File: src/hw/rtl/itr_pkg.sv
// Shared types and constants for the interval timer register block.
// Used by itr_core and interval_timer_registers_top; no dependencies.
package itr_pkg;

   // Field widths
   localparam int ACTION_W     = 2;
   localparam int WORD_INDEX_W = 10;
   localparam int DATA_W       = 32;

   // Stream payload widths; tdata widths padded to whole bytes
   localparam int REQ_TDATA_W  = 48;
   localparam int REQ_TUSER_W  = 2;
   localparam int RSP_TDATA_W  = 40;

   // Configuration port
   localparam int CSR_ADDR_W   = 3;
   localparam logic [DATA_W-1:0] TICK_FREQUENCY_RESET = 32'd1000000;

   // Default identification word
   localparam logic [DATA_W-1:0] DEVICE_ID_DEFAULT = 32'd0;

   // Transaction kinds carried in tuser
   typedef enum logic [ACTION_W-1:0] {
      ACT_TICK  = 2'd0,
      ACT_READ  = 2'd1,
      ACT_WRITE = 2'd2
   } itr_action_type;

   // Register map by word index
   typedef enum logic [2:0] {
      WORD_ID      = 3'd0,
      WORD_RUN     = 3'd1,
      WORD_ONESHOT = 3'd2,
      WORD_LIMIT   = 3'd3,
      WORD_COUNT   = 3'd4,
      WORD_ENABLE  = 3'd5,
      WORD_STATUS  = 3'd6,
      WORD_FREQ    = 3'd7
   } itr_word_type;

   // CSR register indexes
   typedef enum logic [0:0] {
      CSR_TICK_FREQUENCY = 1'b0
   } itr_csr_type;

   // One request transaction
   typedef struct packed {
      itr_action_type          action;
      logic [WORD_INDEX_W-1:0] word_index;
      logic [DATA_W-1:0]       write_data;
   } itr_item_type;

   // One response transaction
   typedef struct packed {
      logic [DATA_W-1:0] read_data;
      logic              irq;
      logic              bad_access;
   } itr_result_type;

endpackage

File: src/hw/rtl/itr_core.sv
// Timer state and register decode for the interval timer block.
// Depends on itr_pkg; instantiated by interval_timer_registers_top.
module itr_core
   import itr_pkg::*;
#(
   parameter logic [DATA_W-1:0] DEVICE_ID = DEVICE_ID_DEFAULT
) (
   input  logic              clock,
   input  logic              reset,
   input  logic              step_en,
   input  itr_item_type      item,
   input  logic [DATA_W-1:0] tick_frequency,
   output itr_result_type    result
);

   logic              run_ff, run_in;
   logic              oneshot_ff, oneshot_in;
   logic [DATA_W-1:0] limit_ff, limit_in;
   logic [DATA_W-1:0] count_ff, count_in;
   logic              pending_ff, pending_in;
   logic              enable_ff, enable_in;
   logic [DATA_W-1:0] rd_data;
   logic              bad;
   logic              word_ok;
   itr_word_type      word;

   assign word_ok = (item.word_index[WORD_INDEX_W-1:3] == '0);
   assign word    = itr_word_type'(item.word_index[2:0]);

   // Compute next state and the response for the transaction in the input stage
   always_comb begin
      run_in     = run_ff;
      oneshot_in = oneshot_ff;
      limit_in   = limit_ff;
      count_in   = count_ff;
      pending_in = pending_ff;
      enable_in  = enable_ff;
      rd_data    = '0;
      bad        = 1'b0;
      unique case (item.action)
         ACT_TICK: begin
            if (run_ff) begin
               if (count_ff <= DATA_W'(1)) begin
                  // expire: flag it, then reload or stop
                  pending_in = 1'b1;
                  if (oneshot_ff) begin
                     run_in   = 1'b0;
                     count_in = '0;
                  end else begin
                     count_in = limit_ff;
                  end
               end else begin
                  count_in = count_ff - DATA_W'(1);
               end
            end
         end
         ACT_READ: begin
            if (!word_ok) begin
               bad = 1'b1;
            end else begin
               unique case (word)
                  WORD_ID:      rd_data = DEVICE_ID;
                  WORD_RUN:     rd_data = DATA_W'(run_ff);
                  WORD_ONESHOT: rd_data = DATA_W'(oneshot_ff);
                  WORD_LIMIT:   rd_data = limit_ff;
                  WORD_COUNT:   rd_data = count_ff;
                  WORD_ENABLE:  rd_data = DATA_W'(enable_ff);
                  WORD_STATUS:  rd_data = DATA_W'(pending_ff);
                  WORD_FREQ:    rd_data = tick_frequency;
                  default:      bad = 1'b1;
               endcase
            end
         end
         ACT_WRITE: begin
            if (!word_ok) begin
               bad = 1'b1;
            end else begin
               unique case (word)
                  WORD_RUN:     run_in = (item.write_data != '0);
                  WORD_ONESHOT: oneshot_in = (item.write_data != '0);
                  WORD_LIMIT: begin
                     limit_in = item.write_data;
                     count_in = item.write_data;
                  end
                  WORD_COUNT:   count_in = item.write_data;
                  WORD_ENABLE:  enable_in = (item.write_data != '0);
                  WORD_STATUS: begin
                     // write one to clear
                     if (item.write_data[0]) pending_in = 1'b0;
                  end
                  default:      bad = 1'b1;  // ID and frequency are read only
               endcase
            end
         end
         default: ;  // unused kind: no effect
      endcase
      result.read_data  = rd_data;
      result.irq        = pending_in & enable_in;
      result.bad_access = bad;
   end

   // Hold timer state; advance only when the input stage retires
   always_ff @(posedge clock) begin
      if (reset) begin
         run_ff     <= 1'b0;
         oneshot_ff <= 1'b0;
         limit_ff   <= '0;
         count_ff   <= '0;
         pending_ff <= 1'b0;
         enable_ff  <= 1'b0;
      end else if (step_en) begin
         run_ff     <= run_in;
         oneshot_ff <= oneshot_in;
         limit_ff   <= limit_in;
         count_ff   <= count_in;
         pending_ff <= pending_in;
         enable_ff  <= enable_in;
      end
   end

`ifndef SYNTHESIS
   a_tick_decrement: assert property (@(posedge clock) disable iff (reset)
      (step_en && item.action == ACT_TICK && run_ff && count_ff > DATA_W'(1))
      |=> (count_ff == $past(count_ff) - DATA_W'(1)))
      else $error("tick did not decrement the count");

   a_expire_sets_pending: assert property (@(posedge clock) disable iff (reset)
      (step_en && item.action == ACT_TICK && run_ff && count_ff <= DATA_W'(1))
      |=> pending_ff)
      else $error("expiry did not set the status bit");

   a_oneshot_stops: assert property (@(posedge clock) disable iff (reset)
      (step_en && item.action == ACT_TICK && run_ff && oneshot_ff
       && count_ff <= DATA_W'(1))
      |=> (!run_ff && count_ff == '0))
      else $error("one-shot expiry did not stop the timer");

   a_idle_holds_state: assert property (@(posedge clock) disable iff (reset)
      !step_en |=> ($stable(count_ff) && $stable(run_ff) && $stable(pending_ff)))
      else $error("timer state changed without a transaction");

   a_limit_loads_count: assert property (@(posedge clock) disable iff (reset)
      (step_en && item.action == ACT_WRITE && word_ok && word == WORD_LIMIT)
      |=> (limit_ff == count_ff))
      else $error("limit write did not load the count");
`endif

endmodule

File: src/hw/rtl/interval_timer_registers_top.sv
// Top level of the interval timer register block: stream channels, CSR port,
// input stage and response register. Depends on itr_pkg and itr_core.
//
// Usage:
//   req_*  carries one transaction per handshake: tuser holds the kind
//          (tick, register read, register write), tdata the word index and
//          write data. A tick decrements the running timer or expires it.
//   rsp_*  returns exactly one transaction per request, in order: read data,
//          the interrupt line after the request, and a bad-access flag.
//   csr_*  APB-style port holding the tick frequency register at address 0,
//          returned by reads of timer word 7.
// Each request waits in the input stage; its result is registered in the response
// register once that is free or draining. One request is accepted every cycle unless
// the receiver stalls, set by the single input stage feeding timer and response register.
// Synchronous reset empties both stages, stops the timer, clears all timer
// registers and restores the frequency to its default.
// When the receiver stalls, the response register holds and the input stage
// still takes one more request; after that req_tready drops until the
// response is taken.
module interval_timer_registers_top
   import itr_pkg::*;
#(
   parameter logic [DATA_W-1:0] DEVICE_ID = DEVICE_ID_DEFAULT
) (
   input  logic                   clock,
   input  logic                   reset,
   // request stream
   input  logic                   req_tvalid,
   output logic                   req_tready,
   input  logic [REQ_TDATA_W-1:0] req_tdata,  // [9:0] word_index, [41:10] write_data
   input  logic [REQ_TUSER_W-1:0] req_tuser,  // [1:0] action
   // response stream
   output logic                   rsp_tvalid,
   input  logic                   rsp_tready,
   output logic [RSP_TDATA_W-1:0] rsp_tdata,  // [31:0] read_data, [32] irq, [33] bad_access
   // configuration port
   input  logic                   csr_psel,
   input  logic                   csr_penable,
   input  logic                   csr_pwrite,
   input  logic [CSR_ADDR_W-1:0]  csr_paddr,
   input  logic [DATA_W-1:0]      csr_pwdata,
   output logic [DATA_W-1:0]      csr_prdata,
   output logic                   csr_pready
);

   logic           s1_valid_ff;
   itr_item_type   s1_item_ff;
   logic           rsp_valid_ff;
   itr_result_type rsp_data_ff;
   logic [DATA_W-1:0] freq_ff;
   logic           s1_adv;
   logic           csr_wr;
   itr_csr_type    csr_reg;
   itr_result_type core_result;

   // Retire the input stage when the response register is free or draining
   assign s1_adv     = s1_valid_ff && (!rsp_valid_ff || rsp_tready);
   assign req_tready = !s1_valid_ff || s1_adv;

   // Input stage
   always_ff @(posedge clock) begin
      if (reset) begin
         s1_valid_ff <= 1'b0;
      end else if (req_tready) begin
         s1_valid_ff <= req_tvalid;
      end
   end

   always_ff @(posedge clock) begin
      if (req_tready && req_tvalid) begin
         s1_item_ff.action     <= itr_action_type'(req_tuser);
         s1_item_ff.word_index <= req_tdata[WORD_INDEX_W-1:0];
         s1_item_ff.write_data <= req_tdata[WORD_INDEX_W+DATA_W-1:WORD_INDEX_W];
      end
   end

   itr_core #(
      .DEVICE_ID(DEVICE_ID)
   ) u_core (
      .clock          (clock),
      .reset          (reset),
      .step_en        (s1_adv),
      .item           (s1_item_ff),
      .tick_frequency (freq_ff),
      .result         (core_result)
   );

   // Response register
   always_ff @(posedge clock) begin
      if (reset) begin
         rsp_valid_ff <= 1'b0;
      end else if (!rsp_valid_ff || rsp_tready) begin
         rsp_valid_ff <= s1_valid_ff;
      end
   end

   always_ff @(posedge clock) begin
      if (s1_adv) begin
         rsp_data_ff <= core_result;
      end
   end

   assign rsp_tvalid = rsp_valid_ff;
   assign rsp_tdata  = {{(RSP_TDATA_W-DATA_W-2){1'b0}}, rsp_data_ff.bad_access,
                        rsp_data_ff.irq, rsp_data_ff.read_data};

   // Configuration port
   assign csr_pready = 1'b1;
   assign csr_reg    = itr_csr_type'(csr_paddr[2]);
   assign csr_wr     = csr_psel && csr_penable && csr_pwrite && csr_pready;

   always_ff @(posedge clock) begin
      if (reset) begin
         freq_ff <= TICK_FREQUENCY_RESET;
      end else if (csr_wr && csr_reg == CSR_TICK_FREQUENCY) begin
         freq_ff <= csr_pwdata;
      end
   end

   always_comb begin
      unique case (csr_reg)
         CSR_TICK_FREQUENCY: csr_prdata = freq_ff;
         default:            csr_prdata = '0;
      endcase
   end

endmodule
File: config.mk
export PLATFORM = sky130hd
export DESIGN_NAME = interval_timer_registers_top
export DESIGN_NICKNAME = d
export VERILOG_FILES = /design/src/hw/rtl/itr_pkg.sv /design/src/hw/rtl/itr_core.sv /design/src/hw/rtl/interval_timer_registers_top.sv
export SDC_FILE = /design/constraint.sdc
export NUM_CORES = 1
export LEC_CHECK = 0
export BUFFER_PORTS_ARGS = -buffer_cell sky130_fd_sc_hd__buf_2
export CORE_ASPECT_RATIO = 1.1
export CORE_MARGIN = 2
export CORE_UTILIZATION = 25
export CTS_CLUSTER_SIZE = 14
export DETAILED_ROUTE_END_ITERATION = 10
export PLACE_DENSITY_LB_ADDON = 0.08
export SLEW_MARGIN = 20
export SYNTH_ARGS = -nofsm -noshare
export SYNTH_HDL_FRONTEND = slang
export SYNTH_HIERARCHICAL = 1
export SYNTH_SLANG_ARGS = --single-unit
File: constraint.sdc
create_clock -name clock -period 6.61 [get_ports clock]
set_input_delay 0.661 -clock clock [delete_from_list [all_inputs] [get_ports clock]]
set_output_delay 0.661 -clock clock [all_outputs]
set_load 0.02 [all_outputs]
==> reports/summary.md, run 1 <==
### Floorplanning
• **floorplan row count** 73
• **die outline width** 185.4 µm
• **top-level I/O count** 167
• **DIE AREA** 0.03773 mm²
• **die span in y** 203.5 µm
• **starting density of the core** 0.2521
• **core footprint** 0.03590 mm²

### Run
• **Maximum Capacitance Violations** 0

### GRT
• **global-route wire length before repair** 46750 µm
• **total track usage** 0.1683
• **maximum number of pins on one net before global-route repair** 94
• **total gr overflow** 0
• **vias in the first global route** 7289
• **antenna violations before repair** 0

### Setup path
• **data arrival time of the critical path** 4.39 ns
• **Bufs and invs on worst path** 2
• **standard cell with the maximum stage delay on the critical path** sky130_fd_sc_hd__a211oi_1
• **critical register-to-register path endpoint** u_core/count_ff[29]
• **Crit path max-delay family** simple AND/OR/NAND/NOR gates
• **maximum fanout count along the critical path** 40
• **cells along the critical path** buf_4 -> and3b_2 -> o211ai_1 -> buf_4 -> a211oi_1 -> nand2_1 -> or3_1 -> o22ai_1
• **launch instance of the worst register-to-register path** s1_item_ff[34]
• **crit path kind** register to register
• **data required time of the critical path** 6.97 ns
• **worst r2r path cells** 8
• **flop-to-flop setup slack** 2.58 ns
• **Critical Path Source** s1_item_ff[34]
• **most frequent CP cell** sky130_fd_sc_hd__buf_4
• **worst setup path end** u_core/count_ff[29]
• **startpoint kind of the worst setup timing path** register
• **sort of element at the end of the critical path** register
• **longest individual stage delay on the worst path** 0.83 ns
• **Stages on worst setup path** 8

### Pwr
• **leakage power summed over all cells** 3.805 nW
• **cell area power density** 254.6 mW/mm²
• **total power after layout** 0.002709 W
• **worst-case vdd ir drop** 0.2195 mV

### Yosys
• **EDFF count, synth** 78
• **average instance area after synthesis** 9.730 µm²
• **#FFs+latches synth** 180
• **cells after synthesis** 930
• **total number of yosys warnings** 6
• **number of different library cells in the post-synthesis netlist** 71
• **prevailing post-synth register cell** sky130_fd_sc_hd__dfxtp_1
• **mapped cell area** 0.009049 mm²
• **share of async-settable or async-resettable flops after synthesis** 0
• **sequential cell area fraction in the yosys report** 0.4845

### Clock tree
• **number of buffers created by CTS** 17
• **cts-stage hold buffer count** 0
• **maximum number of buffers from clock root to sink** 2
• **TritonCTS clock tree** yes
• **Post-CTS Setup Bufs** 0
• **root cell of the clock tree** sky130_fd_sc_hd__clkbuf_16
• **H-tree levels** 4
• **clock insertion delay at the later pin of the skew report** 0.45 ns
• **Resize count post-CTS** 0
• **number of clock sinks** 180
• **clock transition time at the flip-flop clock pins of the worst setup and hold paths** 0.08 ns

### Detailed routing
• **routed vias** 7447
• **drt first pass iters** 5
• **final routed wire length divided by cell count** 20.25 µm
• **vias per cell** 4.836
• **total DRC errors in the routed layout** 0
• **total detailed-routing wirelength** 31180 µm
• **Iteration-0 DRC Markers** 488
• **remaining antenna violation count after routing** 0

### Cells and area
• **share of post-route cells with drive strength above 1** 0.2137
• **sequential cell area in the final layout** 0.004384 mm²
• **area of the multi-input gates** 0.004151 mm²
• **leading cell types in the layout, fill and taps excluded** 150 x sky130_fd_sc_hd__buf_2, 102 x sky130_fd_sc_hd__dfxtp_1, 100 x sky130_fd_sc_hd__nand2_1
• **Post-layout nets** 1137
• **most common cell after layout, fill and taps aside** sky130_fd_sc_hd__buf_2
• **Fill cells** 3838
• **post-route standard cell area excluding fillers** 0.01064 mm²
• **signed area change from the synthesized netlist to the final layout** 17.59%
• **non-filler instance count after layout** 1540
• **ant diodes** 0

### Timing
• **Max Clk Rate** 248.4 MHz
• **final-layout setup total negative slack** 0 ns
• **final period demand of the worst path** 4.026 ns
• **Hold Violations, Final** 0
• **Worst Skew** 0.01292 ns
• **final worst hold slack** 0.3823 ns
• **Slew headroom** 0.3073
• **final setup vio count** 0
• **max-slew violation count** 0
• **final worst path period share** 0.6090
• **unrepaired setup endpoints after global routing** no
• **measured slew at the worst slew-check pin** 1.030 ns

### Hold path
• **path category of the worst min-delay check** input pin to register
• **hold path depth** 1

### Placed design
• **cell area reported after detailed placement** 0.01004 mm²
• **Cell Count Post-Placement** 1507
• **placer congestion estimate** 0.7960
• **number of input and output port buffers inserted** 151
• **post-DP HPWL** 21740 µm

### Status
• **result of the run** completed

[registers in the layout, indices dropped and copies added (netlist names), 32 cells and up]
signal / flops
u_core/count_ff: 32
rsp_tdata: 34
s1_item_ff: 44
u_core/limit_ff: 32
freq_ff: 32
[worst min path at each step]
stage / startpoint / to
after floorplan: s1_valid_ff / rsp_tvalid
after global placement: s1_valid_ff / rsp_tvalid
after detailed placement: s1_valid_ff / rsp_tvalid
after CTS: req_tdata[40] / s1_item_ff[30]
after global routing: req_tdata[10] / s1_item_ff[0]
final: req_tdata[30] / s1_item_ff[20]
[power by group]
part / switching (W) / internal (W)
clock: 0.000476 / 0.000541
sequential: 0.0000371 / 0.00120
combinational: 0.000303 / 0.000156
[stage by stage]
| stage | util | setup slack (ns) |
|---|---|---|
| after global placement | 0.2797 | 2.602 |
| after CTS | 0.2959 | 2.545 |
| after detailed placement | 0.2798 | 2.562 |
| after floorplan | - | 3.285 |
| final | 0.2964 | 2.584 |
| after global routing | 0.2964 | 2.401 |
[area by class of cell]
cell class / count / area share
multi-input combinational: 667 / 0.3902
inverter: 10 / 0.004821
tap: 487 / 0.05727
timing repair buffer: 164 / 0.08114
clock buffer: 20 / 0.04598
clock inverter: 12 / 0.008584
sequential: 180 / 0.4120
[cell usage after synthesis (all sizes together), types with 3 or more instances]
master,n,share of area
dfxtp,102,0.23
nand2,100,0.041
nor2,84,0.035
edfxtp,78,0.26
a21oi,56,0.031
clkbuf,56,0.031
nand2b,53,0.037
a22oi,40,0.033
o21ai,35,0.019
nor2b,34,0.024
mux2i,32,0.035
a22o,31,0.030
nor4,23,0.017
buf,22,0.024
nand3,19,0.012
nor3,17,0.012
xor2,14,0.014
a311oi,12,0.012
a31oi,10,0.0069
a211oi,9,0.0080
inv,9,0.0037
or4,9,0.0087
and2,6,0.0041
and3,6,0.0043
a221oi,5,0.0048
ha,5,0.0069
nand3b,5,0.0041
nand4,5,0.0035
o211ai,5,0.0041
o31ai,5,0.0041
xnor2,5,0.0048
or3,4,0.0028
a2111oi,3,0.0036
nand4b,3,0.0046
[metal layers]
| metal | track usage | up-vias | routed length (µm) |
|---|---|---|---|
| li1 | - | 3609 | - |
| met1 | 0.2286 | 3641 | 14690 |
| met2 | 0.2773 | 175 | 14920 |
| met3 | 0.02518 | 22 | 1135 |
| met4 | 0.04649 | 0 | 433 |
| met5 | 0 | - | 0 |
[cell families after synthesis]
logic type	synth area share
DFF	0.4845
adders and majority gates	0.006914
other	0.0008300
and+or+nand+nor	0.2196
buffers and inverters	0.06070
xor gates and xnor gates	0.01839
muxes	0.03913
AOI/OAI and AO/OA	0.1699
Power figures use the tool's default switching activity.
==> run 2: changes to the inputs <==
clock period = 3.85 ns   (was 6.61 ns; I/O delays follow)
==> reports/summary.md, run 2 (synthesized netlist as in run 1, its figures left out) <==
### Detailed routing
• **Iteration-0 DRC Markers** 417
• **final routed wire length divided by cell count** 20.28 µm
• **remaining antenna violation count after routing** 0
• **total detailed-routing wirelength** 31460 µm
• **total DRC errors in the routed layout** 0
• **routed vias** 7413
• **vias per cell** 4.779
• **drt first pass iters** 5

### Clock tree
• **clock insertion delay at the later pin of the skew report** 0.46 ns
• **Post-CTS Setup Bufs** 0
• **TritonCTS clock tree** yes
• **H-tree levels** 4
• **maximum number of buffers from clock root to sink** 2
• **root cell of the clock tree** sky130_fd_sc_hd__clkbuf_16
• **cts-stage hold buffer count** 0
• **number of clock sinks** 180
• **Resize count post-CTS** 0
• **number of buffers created by CTS** 17
• **clock transition time at the flip-flop clock pins of the worst setup and hold paths** 0.08 ns

### Timing
• **unrepaired setup endpoints after global routing** no
• **final worst path period share** 0.7738
• **Worst Skew** 0.01669 ns
• **final period demand of the worst path** 2.979 ns
• **max-slew violation count** 0
• **Slew headroom** 0.3586
• **Hold Violations, Final** 0
• **measured slew at the worst slew-check pin** 0.9548 ns
• **minimum setup slack in the final design** 0.8707 ns
• **Max Clk Rate** 335.6 MHz
• **final-layout setup total negative slack** 0 ns
• **final setup vio count** 0

### Setup path
• **launch instance of the worst register-to-register path** u_core/count_ff[26]
• **crit path kind** register to register
• **maximum fanout count along the critical path** 9
• **data arrival time of the critical path** 3.34 ns
• **data required time of the critical path** 4.21 ns
• **startpoint kind of the worst setup timing path** register
• **Critical Path Source** u_core/count_ff[26]
• **sort of element at the end of the critical path** register

### Cells and area
• **most common cell after layout, fill and taps aside** sky130_fd_sc_hd__buf_2
• **Top reg by flops** s1_item_ff
• **area of the multi-input gates** 0.004148 mm²
• **share of post-route cells with drive strength above 1** 0.2190
• **max FFs per register** 44
• **ant diodes** 0
• **Post-layout nets** 1148
• **signed area change from the synthesized netlist to the final layout** 18.34%
• **Fill cells** 3821
• **sequential cell area in the final layout** 0.004384 mm²
• **leading cell types in the layout, fill and taps excluded** 150 x sky130_fd_sc_hd__buf_2, 102 x sky130_fd_sc_hd__dfxtp_1, 100 x sky130_fd_sc_hd__nand2_1

### Floorplanning
• **DIE AREA** 0.03773 mm²
• **floorplan row count** 73
• **starting density of the core** 0.2521
• **top-level I/O count** 167
• **die outline width** 185.4 µm
• **die span in y** 203.5 µm
• **core footprint** 0.03590 mm²

### Pwr
• **Clock Power Share** 0.377
• **proportion of power drawn by combinational gates** 0.170
• **switching portion of total power** 0.2988
• **internal power** 0.003272 W
• **cell area power density** 435.8 mW/mm²
• **part of the power in registers** 0.454
• **NetSw** 0.001395 W
• **worst-case vdd ir drop** 0.3360 mV
• **leakage power summed over all cells** 3.855 nW

### GRT
• **GR Util met3** 0.02643
• **met1 routing resource usage after global routing** 0.2271
• **vias in the first global route** 7300
• **maximum number of pins on one net before global-route repair** 73
• **antenna violations before repair** 0
• **global-route wire length before repair** 46890 µm
• **total track usage** 0.1684
• **highest-utilization routing layer at the global route stage** met2
• **met2 usage in global routing** 0.2793
• **total gr overflow** 0

### Status
• **result of the run** completed

### Placed design
• **number of input and output port buffers inserted** 151
• **placer congestion estimate** 0.8149
• **post-DP HPWL** 22200 µm
• **worst slack at placement** 0.8431 ns

### Hold path
• **path category of the worst min-delay check** input pin to register
• **critical hold path startpoint** req_tdata[26]

### Run
• **Maximum Capacitance Violations** 0

## run 2: changes by cell type in the layout (fill, tap and decap cells not counted), sizes merged
cell    previous run  this run
buf              164       175
clkbuf            20        22
clkinv             8         6
## run 2: final cells by class
class	instances	share of cell area
multi-input combinational	667	0.3874
timing repair buffer	175	0.08764
clock inverter	10	0.006427
tap	487	0.05691
inverter	10	0.004791
clock buffer	22	0.04744
sequential	180	0.4094
## run 2: stage by stage
stage	power, W	hold slack (ns)	area [µm²]	cells	util
finish	0.004667	0.09801	10710	1551	0.2983
global route	0.004879	0.08001	10710	1551	0.2983
CTS	0.004743	0.07810	10710	1551	0.2982
detailed placement	0.002958	0.4558	10130	1519	0.2822
global placement	0.002960	0.4485	10130	1519	0.2822
floorplan	0.002703	0.4342	9067	935	-
## run 2: worst max-delay path, cell delays in order (launching register included)
cell and delay (ns):
sky130_fd_sc_hd__dfxtp_1 0.41, sky130_fd_sc_hd__or4_4 0.61, sky130_fd_sc_hd__nor4_1 0.44, sky130_fd_sc_hd__nand3_1 0.41, sky130_fd_sc_hd__nor3_1 0.57, sky130_fd_sc_hd__a221oi_1 0.16, sky130_fd_sc_hd__a211oi_1 0.28
## run 2: metal layers
layer  share of wire  wire (µm)
met2            0.49      15260
met1            0.46      14560
met4           0.013        412
met5               0          0
met3           0.039       1226
## run 2: path summary, 6_finish.rpt
kind                            slack [ns]                   to  depth (start not counted)
worst min register to register        0.48           rsp_tvalid                          2
worst max-delay path                  0.87  u_core/count_ff[23]                          6
worst min-delay path                   0.1       s1_item_ff[16]                          1
worst max register to register        0.87  u_core/count_ff[23]                          6
## run 2: power groups by stage
stage	combinational [W]	sequential [W]	clock, W
detailed placement	0.000796	0.00216	0
global placement	0.000798	0.00216	0
global route	0.000861	0.00213	0.00189
CTS	0.000800	0.00212	0.00183
floorplan	0.000559	0.00214	0
finish	0.000792	0.00212	0.00176
